**config.mk**
```make
export PLATFORM = sky130hd
export DESIGN_NAME = load_cell_weigh_and_classify_unit
export DESIGN_NICKNAME = d
export VERILOG_FILES = /design/src/hdl/lcwc_pkg.sv /design/src/hdl/load_cell_weigh_and_classify_unit.sv
export SDC_FILE = /design/constraint.sdc
export NUM_CORES = 1
export LEC_CHECK = 0
export BUFFER_PORTS_ARGS = -buffer_cell sky130_fd_sc_hd__buf_2
export CAP_MARGIN = 15
export CELL_PAD_IN_SITES_DETAIL_PLACEMENT = 1
export CELL_PAD_IN_SITES_GLOBAL_PLACEMENT = 1
export CORE_AREA = 4 4 294 238
export CTS_CLUSTER_DIAMETER = 120
export DETAILED_ROUTE_END_ITERATION = 16
export DIE_AREA = 0 0 298 242
export PLACE_DENSITY = 0.53
export SYNTH_ARGS = -nofsm -noshare
export SYNTH_HDL_FRONTEND = slang
export SYNTH_SLANG_ARGS = --single-unit
```
**constraint.sdc**
```tcl
create_clock -name aclk -period 7.9 [get_ports aclk]
set_input_delay 0.79 -clock aclk [delete_from_list [all_inputs] [get_ports aclk]]
set_output_delay 0.79 -clock aclk [all_outputs]
set_load 0.02 [all_outputs]
```
**src/hdl/lcwc_pkg.sv**
```systemverilog
`timescale 1ns / 1ps
// lcwc_pkg: shared types, constants and helpers for the load-cell weigh unit
// no dependencies

package lcwc_pkg;

    localparam int SAMPLE_BITS = 24;
    localparam int AVG_COUNT   = 3;

    // sum of up to four samples plus sign
    localparam int SUM_W       = SAMPLE_BITS + 2;
    localparam int BIT_CNT_W   = 5;
    localparam int RDG_CNT_W   = 2;
    localparam int CPG_W       = 16;
    localparam int TIMEOUT_W   = 24;
    localparam int GRAMS_W     = 16;
    localparam int CLASS_W     = 3;
    localparam int CMD_W       = 2;
    localparam int CFG_IDX_W   = 2;
    localparam int CFG_DATA_W  = 24;
    localparam int DIV_STEP_W  = $clog2(SUM_W);

    localparam logic [BIT_CNT_W-1:0] BIT_LAST   = BIT_CNT_W'(SAMPLE_BITS - 1);
    localparam logic [RDG_CNT_W-1:0] NEED_WEIGH = RDG_CNT_W'(AVG_COUNT);
    localparam logic [RDG_CNT_W-1:0] NEED_TARE  = RDG_CNT_W'(1);
    localparam logic [DIV_STEP_W-1:0] DIV_LAST  = DIV_STEP_W'(SUM_W - 1);
    localparam logic [CPG_W-1:0] AVG_DIVISOR    = CPG_W'(AVG_COUNT);

    // command codes
    localparam logic [CMD_W-1:0] CMD_TICK  = 2'd0;
    localparam logic [CMD_W-1:0] CMD_WEIGH = 2'd1;
    localparam logic [CMD_W-1:0] CMD_TARE  = 2'd2;

    // configuration register indexes
    localparam logic [CFG_IDX_W-1:0] CFG_CPG     = 2'd0;
    localparam logic [CFG_IDX_W-1:0] CFG_TIMEOUT = 2'd1;
    localparam logic [CFG_IDX_W-1:0] CFG_MAX     = 2'd2;

    // configuration reset values
    localparam logic [CPG_W-1:0]     CPG_RESET     = 16'd2280;
    localparam logic [TIMEOUT_W-1:0] TIMEOUT_RESET = 24'd1000000;
    localparam logic [GRAMS_W-1:0]   MAX_RESET     = 16'd500;

    // weight classes
    localparam logic [CLASS_W-1:0] CLS_FALSE   = 3'd0;
    localparam logic [CLASS_W-1:0] CLS_MOUSE   = 3'd1;
    localparam logic [CLASS_W-1:0] CLS_RAT     = 3'd2;
    localparam logic [CLASS_W-1:0] CLS_INSECT  = 3'd3;
    localparam logic [CLASS_W-1:0] CLS_UNKNOWN = 3'd4;

    localparam logic [GRAMS_W-1:0] G_FALSE_LIM = 16'd5;
    localparam logic [GRAMS_W-1:0] G_MOUSE_LO  = 16'd15;
    localparam logic [GRAMS_W-1:0] G_MOUSE_HI  = 16'd30;
    localparam logic [GRAMS_W-1:0] G_RAT_LO    = 16'd150;
    localparam logic [GRAMS_W-1:0] G_RAT_HI    = 16'd300;

    typedef struct packed {
        logic [CMD_W-1:0] command;
        logic             data_pin;
    } in_item_t;

    typedef struct packed {
        logic               clock_pin;
        logic               busy_res;
        logic               weigh_done;
        logic               tare_done;
        logic [GRAMS_W-1:0] weight_grams;
        logic [CLASS_W-1:0] weight_class;
        logic               ready_timed_out;
    } out_item_t;

    // converter link phase
    typedef enum logic [5:0] {
        PH_IDLE      = 6'b000001,
        PH_WAIT      = 6'b000010,
        PH_RISE      = 6'b000100,
        PH_SAMPLE    = 6'b001000,
        PH_PULSE     = 6'b010000,
        PH_PULSE_END = 6'b100000
    } phase_t;

    // item handling and divider sequencing
    typedef enum logic [4:0] {
        CTL_TICK = 5'b00001,
        CTL_DIV3 = 5'b00010,
        CTL_DIFF = 5'b00100,
        CTL_DIVC = 5'b01000,
        CTL_DONE = 5'b10000
    } ctl_t;

    function automatic logic [CLASS_W-1:0] classify_weight(input logic [GRAMS_W-1:0] g);
        logic [CLASS_W-1:0] cls;
        if (g < G_FALSE_LIM) begin
            cls = CLS_FALSE;
        end else if (g >= G_MOUSE_LO && g <= G_MOUSE_HI) begin
            cls = CLS_MOUSE;
        end else if (g >= G_RAT_LO && g <= G_RAT_HI) begin
            cls = CLS_RAT;
        end else if (g < G_MOUSE_LO) begin
            cls = CLS_INSECT;
        end else begin
            cls = CLS_UNKNOWN;
        end
        return cls;
    endfunction

endpackage

```
**src/hdl/load_cell_weigh_and_classify_unit.sv**
```systemverilog
`timescale 1ns / 1ps
// load_cell_weigh_and_classify_unit: one item per converter half clock period; a tick
// that ends a weighing runs a bit-serial divider (one quotient bit per cycle) twice.
// Tick result registered the cycle after accept; weigh result via DIV3/DIFF/DIVC/DONE.
// Throughput: one item per cycle when the output is free; none while the divider runs.
// Reset: aresetn synchronous, active low; clears control state, tare and registers
// to their defaults. Depends on lcwc_pkg.

module load_cell_weigh_and_classify_unit
    import lcwc_pkg::*;
(
    input  logic                  aclk,
    input  logic                  aresetn,
    input  logic                  s_valid,
    output logic                  s_ready,
    input  in_item_t              s_item,
    output logic                  m_valid,
    input  logic                  m_ready,
    output out_item_t             m_item,
    input  logic                  cfg_valid,
    output logic                  cfg_ready,
    input  logic [CFG_IDX_W-1:0]  cfg_index,
    input  logic [CFG_DATA_W-1:0] cfg_data
);

    // configuration
    logic [CPG_W-1:0]     cpg_reg;
    logic [TIMEOUT_W-1:0] timeout_reg;
    logic [GRAMS_W-1:0]   max_grams_reg;

    // link state
    phase_t                 phase_reg, phase_next;
    logic                   is_tare_reg, is_tare_next;
    logic [BIT_CNT_W-1:0]   bit_cnt_reg, bit_cnt_next;
    logic [RDG_CNT_W-1:0]   rdg_cnt_reg, rdg_cnt_next;
    logic [SAMPLE_BITS-1:0] shift_reg, shift_next;
    logic [SUM_W-1:0]       sum_reg, sum_next;
    logic [SAMPLE_BITS-1:0] tare_reg, tare_next;
    logic [TIMEOUT_W-1:0]   wait_cnt_reg, wait_cnt_next;
    logic                   tout_seen_reg, tout_seen_next;

    // sequencing and divider
    ctl_t                  ctl_reg, ctl_next;
    logic [SUM_W-1:0]      dvd_reg, dvd_next;
    logic [CPG_W-1:0]      dvsr_reg, dvsr_next;
    logic [CPG_W-1:0]      rem_reg, rem_next;
    logic [DIV_STEP_W-1:0] step_reg, step_next;
    logic                  neg_reg, neg_next;
    logic                  wtout_reg, wtout_next;

    // output slot
    logic      m_valid_reg, m_valid_next;
    out_item_t m_item_reg, m_item_next;

    logic                 out_free;
    logic                 s_fire;
    logic                 complete;
    logic                 seq_done;
    logic                 weigh_start;
    logic [SUM_W-1:0]     reading;
    logic [TIMEOUT_W-1:0] wait_inc;
    logic [TIMEOUT_W-1:0] wait_lim;
    logic [RDG_CNT_W-1:0] need;
    out_item_t            tick_out;

    logic [CPG_W:0]       rem_sh;
    logic                 rem_ge;
    logic [SUM_W-1:0]     avg;
    logic [SUM_W-1:0]     diff;
    logic [GRAMS_W-1:0]   grams;

    assign out_free  = !m_valid_reg || m_ready;
    assign s_ready   = (ctl_reg == CTL_TICK) && out_free;
    assign s_fire    = s_valid && s_ready;
    assign m_valid   = m_valid_reg;
    assign m_item    = m_item_reg;
    assign cfg_ready = 1'b1;

    assign wait_inc = wait_cnt_reg + TIMEOUT_W'(1);
    assign wait_lim = (timeout_reg == '0) ? TIMEOUT_W'(1) : timeout_reg;

    // one tick of the converter link
    always_comb begin
        phase_next     = phase_reg;
        is_tare_next   = is_tare_reg;
        bit_cnt_next   = bit_cnt_reg;
        rdg_cnt_next   = rdg_cnt_reg;
        shift_next     = shift_reg;
        sum_next       = sum_reg;
        tare_next      = tare_reg;
        wait_cnt_next  = wait_cnt_reg;
        tout_seen_next = tout_seen_reg;
        complete       = 1'b0;
        seq_done       = 1'b0;
        reading        = '0;
        need           = NEED_WEIGH;
        tick_out       = '0;
        tick_out.busy_res = 1'b1;

        unique case (phase_reg)
            PH_IDLE: begin
                tick_out.busy_res = 1'b0;
                if (s_item.command == CMD_WEIGH || s_item.command == CMD_TARE) begin
                    tick_out.busy_res = 1'b1;
                    is_tare_next   = (s_item.command == CMD_TARE);
                    rdg_cnt_next   = '0;
                    sum_next       = '0;
                    tout_seen_next = 1'b0;
                    wait_cnt_next  = '0;
                    phase_next     = PH_WAIT;
                end
            end
            PH_WAIT: begin
                if (!s_item.data_pin) begin
                    tick_out.clock_pin = 1'b1;
                    bit_cnt_next = '0;
                    shift_next   = '0;
                    phase_next   = PH_SAMPLE;
                end else begin
                    wait_cnt_next = wait_inc;
                    if (wait_inc >= wait_lim) begin
                        tout_seen_next = 1'b1;
                        complete       = 1'b1;
                    end
                end
            end
            PH_RISE: begin
                tick_out.clock_pin = 1'b1;
                phase_next = PH_SAMPLE;
            end
            PH_SAMPLE: begin
                shift_next   = {shift_reg[SAMPLE_BITS-2:0], s_item.data_pin};
                bit_cnt_next = bit_cnt_reg + BIT_CNT_W'(1);
                phase_next   = (bit_cnt_reg == BIT_LAST) ? PH_PULSE : PH_RISE;
            end
            PH_PULSE: begin
                tick_out.clock_pin = 1'b1;
                phase_next = PH_PULSE_END;
            end
            PH_PULSE_END: begin
                reading  = {{(SUM_W-SAMPLE_BITS){shift_reg[SAMPLE_BITS-1]}}, shift_reg};
                complete = 1'b1;
            end
            default: begin
                phase_next = PH_IDLE;
                tick_out.busy_res = 1'b0;
            end
        endcase

        if (complete) begin
            need          = is_tare_reg ? NEED_TARE : NEED_WEIGH;
            sum_next      = sum_reg + reading;
            rdg_cnt_next  = rdg_cnt_reg + RDG_CNT_W'(1);
            wait_cnt_next = '0;
            if (rdg_cnt_next >= need) begin
                seq_done          = 1'b1;
                tick_out.busy_res = 1'b0;
                tick_out.ready_timed_out = tout_seen_next;
                if (is_tare_reg) begin
                    tare_next          = reading[SAMPLE_BITS-1:0];
                    tick_out.tare_done = 1'b1;
                end
                phase_next = PH_IDLE;
            end else begin
                phase_next = PH_WAIT;
            end
        end
    end

    assign weigh_start = s_fire && seq_done && !is_tare_reg;

    // shared restoring divider step
    assign rem_sh = {rem_reg, dvd_reg[SUM_W-1]};
    assign rem_ge = rem_sh >= {1'b0, dvsr_reg};

    assign avg  = neg_reg ? (SUM_W'(0) - dvd_reg) : dvd_reg;
    assign diff = avg - {{(SUM_W-SAMPLE_BITS){tare_reg[SAMPLE_BITS-1]}}, tare_reg};

    assign grams = (dvd_reg > {{(SUM_W-GRAMS_W){1'b0}}, max_grams_reg}) ?
                   max_grams_reg : dvd_reg[GRAMS_W-1:0];

    always_comb begin
        ctl_next     = ctl_reg;
        dvd_next     = dvd_reg;
        dvsr_next    = dvsr_reg;
        rem_next     = rem_reg;
        step_next    = step_reg;
        neg_next     = neg_reg;
        wtout_next   = wtout_reg;
        m_valid_next = m_valid_reg && !m_ready;
        m_item_next  = m_item_reg;

        unique case (ctl_reg)
            CTL_TICK: begin
                if (weigh_start) begin
                    // average: |sum| / 3, sign restored afterwards
                    neg_next   = sum_next[SUM_W-1];
                    dvd_next   = sum_next[SUM_W-1] ? (SUM_W'(0) - sum_next) : sum_next;
                    dvsr_next  = AVG_DIVISOR;
                    rem_next   = '0;
                    step_next  = '0;
                    wtout_next = tout_seen_next;
                    ctl_next   = CTL_DIV3;
                end else if (s_fire) begin
                    m_valid_next = 1'b1;
                    m_item_next  = tick_out;
                end
            end
            CTL_DIV3, CTL_DIVC: begin
                rem_next  = rem_ge ? CPG_W'(rem_sh - {1'b0, dvsr_reg}) : rem_sh[CPG_W-1:0];
                dvd_next  = {dvd_reg[SUM_W-2:0], rem_ge};
                step_next = step_reg + DIV_STEP_W'(1);
                if (step_reg == DIV_LAST) begin
                    ctl_next = (ctl_reg == CTL_DIV3) ? CTL_DIFF : CTL_DONE;
                end
            end
            CTL_DIFF: begin
                // a non-positive difference ends up as zero grams
                dvd_next  = diff[SUM_W-1] ? '0 : diff;
                dvsr_next = (cpg_reg == '0) ? CPG_W'(1) : cpg_reg;
                rem_next  = '0;
                step_next = '0;
                ctl_next  = CTL_DIVC;
            end
            CTL_DONE: begin
                if (out_free) begin
                    m_valid_next = 1'b1;
                    m_item_next  = '0;
                    m_item_next.weigh_done      = 1'b1;
                    m_item_next.weight_grams    = grams;
                    m_item_next.weight_class    = classify_weight(grams);
                    m_item_next.ready_timed_out = wtout_reg;
                    ctl_next = CTL_TICK;
                end
            end
            default: begin
                ctl_next = CTL_TICK;
            end
        endcase
    end

    always_ff @(posedge aclk) begin
        if (!aresetn) begin
            cpg_reg       <= CPG_RESET;
            timeout_reg   <= TIMEOUT_RESET;
            max_grams_reg <= MAX_RESET;
            phase_reg     <= PH_IDLE;
            is_tare_reg   <= 1'b0;
            bit_cnt_reg   <= '0;
            rdg_cnt_reg   <= '0;
            shift_reg     <= '0;
            sum_reg       <= '0;
            tare_reg      <= '0;
            wait_cnt_reg  <= '0;
            tout_seen_reg <= 1'b0;
            ctl_reg       <= CTL_TICK;
            m_valid_reg   <= 1'b0;
        end else begin
            if (cfg_valid) begin
                unique case (cfg_index)
                    CFG_CPG:     cpg_reg       <= cfg_data[CPG_W-1:0];
                    CFG_TIMEOUT: timeout_reg   <= cfg_data[TIMEOUT_W-1:0];
                    CFG_MAX:     max_grams_reg <= cfg_data[GRAMS_W-1:0];
                    default: begin
                    end
                endcase
            end
            if (s_fire) begin
                phase_reg     <= phase_next;
                is_tare_reg   <= is_tare_next;
                bit_cnt_reg   <= bit_cnt_next;
                rdg_cnt_reg   <= rdg_cnt_next;
                shift_reg     <= shift_next;
                sum_reg       <= sum_next;
                tare_reg      <= tare_next;
                wait_cnt_reg  <= wait_cnt_next;
                tout_seen_reg <= tout_seen_next;
            end
            ctl_reg     <= ctl_next;
            m_valid_reg <= m_valid_next;
        end
    end

    // divider datapath and output payload
    always_ff @(posedge aclk) begin
        dvd_reg    <= dvd_next;
        dvsr_reg   <= dvsr_next;
        rem_reg    <= rem_next;
        step_reg   <= step_next;
        neg_reg    <= neg_next;
        wtout_reg  <= wtout_next;
        m_item_reg <= m_item_next;
    end

endmodule

```
==> flow_summary.json <==
{
  "synth_largest_area_cell": "dfxtp_1",
  "syn_area_per_cell_um2": 8.292,
  "io_pins": 61,
  "p_leak_nw": 7.462,
  "status": "completed",
  "min_period_ps": 6833,
  "via_count": 14850,
  "grt_max_degree": 75,
  "clk_path_buf_depth": 3,
  "start_util_pct": 25.80,
  "dieArea_mm2": 0.07212,
  "cts_root_buffer": "clkbuf_16",
  "pre_cts_ws_ps": 1140,
  "cts.sinks": 264,
  "cp_max_fo": 20,
  "crit_type": "flop to flop",
  "cts_hold_buf": 0,
  "worst_ep_arrival_time_ps": 7080,
  "fin_ws_ps": 1067,
  "viasPerCell": 4.962,
  "end_kind": "flop",
  "dp_hpwl_um": 42820,
  "min_path_type": "flop to flop",
  "synthArstFlopShare_pct": 0,
  "io_buffers": 59,
  "path_cells": "and3_1, and3_1, and3_1, and3_1, and3_1, and3_1, nand3_1, xnor2_1, ha_1, nand4_1, or4_1, or2_1, o21ba_2, and2_1, and3_1, a21oi_1, ha_1, nand4_1, nor4_1, a31oi_1, nand2b_1, o31ai_2, xnor2_1, o21ai_1",
  "synth_warnings": 0,
  "antenna_left": 0,
  "drive_above_1_share_pct": 8.435,
  "synth_edf_count": 89,
  "power_density_mw_per_mm2": 170.9,
  "cts_made_buffers": 35,
  "dr.pass1.iters": 4,
  "area_growth_pct": 12.60,
  "synth_fp_nets": 2235,
  "slowest_stage": "or4_1",
  "crit_required_ps": 8140,
  "grt_util_all_layers_pct": 15.20,
  "synth_top_area_share_pct": 20.26,
  "period_share_pct": 86.50,
  "instances_no_fill": 2992,
  "slew_viol_final": 0,
  "max_freq_mhz": 146.3,
  "grt_pass1_wl_um": 88950,
  "critPathLaunchType": "flop",
  "die_y_um": 242,
  "final_hold_viol_count": 0,
  "grt_pass1_vias": 15290,
  "mostFrequentLayoutCells": "310 x nand2_1, 188 x a21oi_1, 186 x nor2_1",
  "insertion_delay_ps": 550,
  "antenna_found_initial": 1,
  "ys_types": 95,
  "setup_viol": 0,
  "ys_ff_latch": 264,
  "grt_overflow": 0,
  "cts_tree": "yes",
  "rsz0062_at_grt": "false",
  "dpl.cell_count": 2927,
  "fin_skew_ps": 19.03,
  "final_core_util_pct": 29.05,
  "core.rowCount": 85,
  "final_common_cell": "nand2_1",
  "core-area_mm2": 0.06700,
  "synth_area_mm2": 0.01729,
  "gp_congestion": 0.7998,
  "postCtsSetupBuffers": 0,
  "clk_pin_slew_ps": 60,
  "nets": 2245,
  "relSlewSlack_pct": 25.84,
  "drt-total-wl_um": 55700,
  "synth-main-ff-cell": "dfxtp_1",
  "diodes": 0,
  "max_stage_delay_ps": 580,
  "ys_seq_area_share_pct": 35.72,
  "fp.dieW_um": 298,
  "fill_cells": 7959,
  "tightest_slew_ps": 1112,
  "synth.area.top_cells": "dfxtp_1 20%, edfxtp_1 15%, ha_1 8.2%",
  "synthCells": 2085,
  "dr.first_iter.drc_count": 787,
  "cts_resized": 0,
  "drcViolationCount": 0,
  "htreeDepth": 2,
  "wl_per_cell_um": 18.62,
  "cpMostUsedCell": "and3_1",
  "irDropWorstVdd_mv": 0.1054,
  "cap_violations": 0,
  "finalSetupTns_ps": 0
}
routing by layer:
| layer | GRT usage, % | up-vias | wire length, um |
|---|---|---|---|
| met5 | 0 | - | 0 |
| met4 | 2.879 | 0 | 711 |
| met3 | 1.998 | 45 | 1718 |
| met2 | 22.26 | 175 | 22640 |
| met1 | 23.68 | 7208 | 30630 |
| li1 | - | 7418 | - |
per-stage QoR:
step | hold WS (ps) | power, mW | cell area [um2]
floorplan | 431.7 | 1.705 | 17290
global placement | 445.6 | 1.800 | 18340
detailed placement | 449.5 | 1.808 | 18340
CTS | 457.1 | 3.391 | 19450
global route | 473.7 | 3.482 | 19470
finish | 455.8 | 3.327 | 19470
path summary, 6_finish.rpt:
path / slack [ps] / to / cells after the start / from
hold reg to reg: 460 / tare_reg[2]$_SDFFE_PN0P_ / 2 / tare_reg[2]$_SDFFE_PN0P_
setup / recovery: 1070 / dvd_reg[24]$_DFFE_PP_ / 24 / wait_cnt_reg[6]$_SDFFE_PN0P_
setup reg to reg: 1070 / dvd_reg[24]$_DFFE_PP_ / 24 / wait_cnt_reg[6]$_SDFFE_PN0P_
hold / removal: 460 / tare_reg[2]$_SDFFE_PN0P_ / 2 / tare_reg[2]$_SDFFE_PN0P_
Yosys cell counts (25+ instances only):
| cell | n |
|---|---|
| nand2_1 | 311 |
| a21oi_1 | 188 |
| nor2_1 | 187 |
| dfxtp_1 | 175 |
| ha_1 | 113 |
| inv_1 | 102 |
| xnor2_1 | 90 |
| edfxtp_1 | 89 |
| o21ai_0 | 77 |
| clkbuf_1 | 74 |
| and2_1 | 46 |
| nand3_1 | 42 |
| a22oi_1 | 39 |
| xor2_1 | 37 |
| mux2i_1 | 33 |
| a211oi_1 | 30 |
| nand4_1 | 28 |
| nand2b_1 | 26 |
| nor3_1 | 26 |
| a21o_1 | 25 |
| and3_1 | 25 |
| o21ai_1 | 25 |
cell families after synthesis:
| group | Yosys count | share of synthesized area [%] |
|---|---|---|
| muxes | 36 | 2.150 |
| other | 1 | 0.02169 |
| xor gates and xnor gates | 127 | 6.434 |
| AOI/OAI and AO/OA | 535 | 20.16 |
| and+or+nand+nor | 797 | 21.94 |
| buffers and inverters | 209 | 5.045 |
| DFF | 264 | 35.72 |
| adders and majority gates | 116 | 8.526 |
worst max-delay path, delay by kind of cell, from the launching register on:
| family | cells | cell delay, ps |
|---|---|---|
| xor+xnor | 2 | 320 |
| fa+ha+maj | 2 | 610 |
| flops | 1 | 390 |
| compound gates | 5 | 1110 |
| simple gates | 15 | 4110 |
final cells by class:
type / instances / area, um2 / area share, %
multi-input cells: 1612 / 10250 / 52.68
repair buffers: 78 / 445.4 / 2.288
flip-flops and latches: 264 / 6176 / 31.73
clock inverters: 13 / 141.4 / 0.7263
clock buffers: 51 / 967.2 / 4.968
well taps: 870 / 1089 / 5.592
inverters: 104 / 392.9 / 2.018
report_power, final:
group	leakage, nW	internal (mW)	total (mW)	switching (mW)
logic	4.73	0.109	0.318	0.210
registers	2.19	1.43	1.46	0.0276
clock network	0.541	0.924	1.55	0.626
total	7.46	2.46	3.33	0.863
No activity file was read; power rests on OpenSTA's default activity.
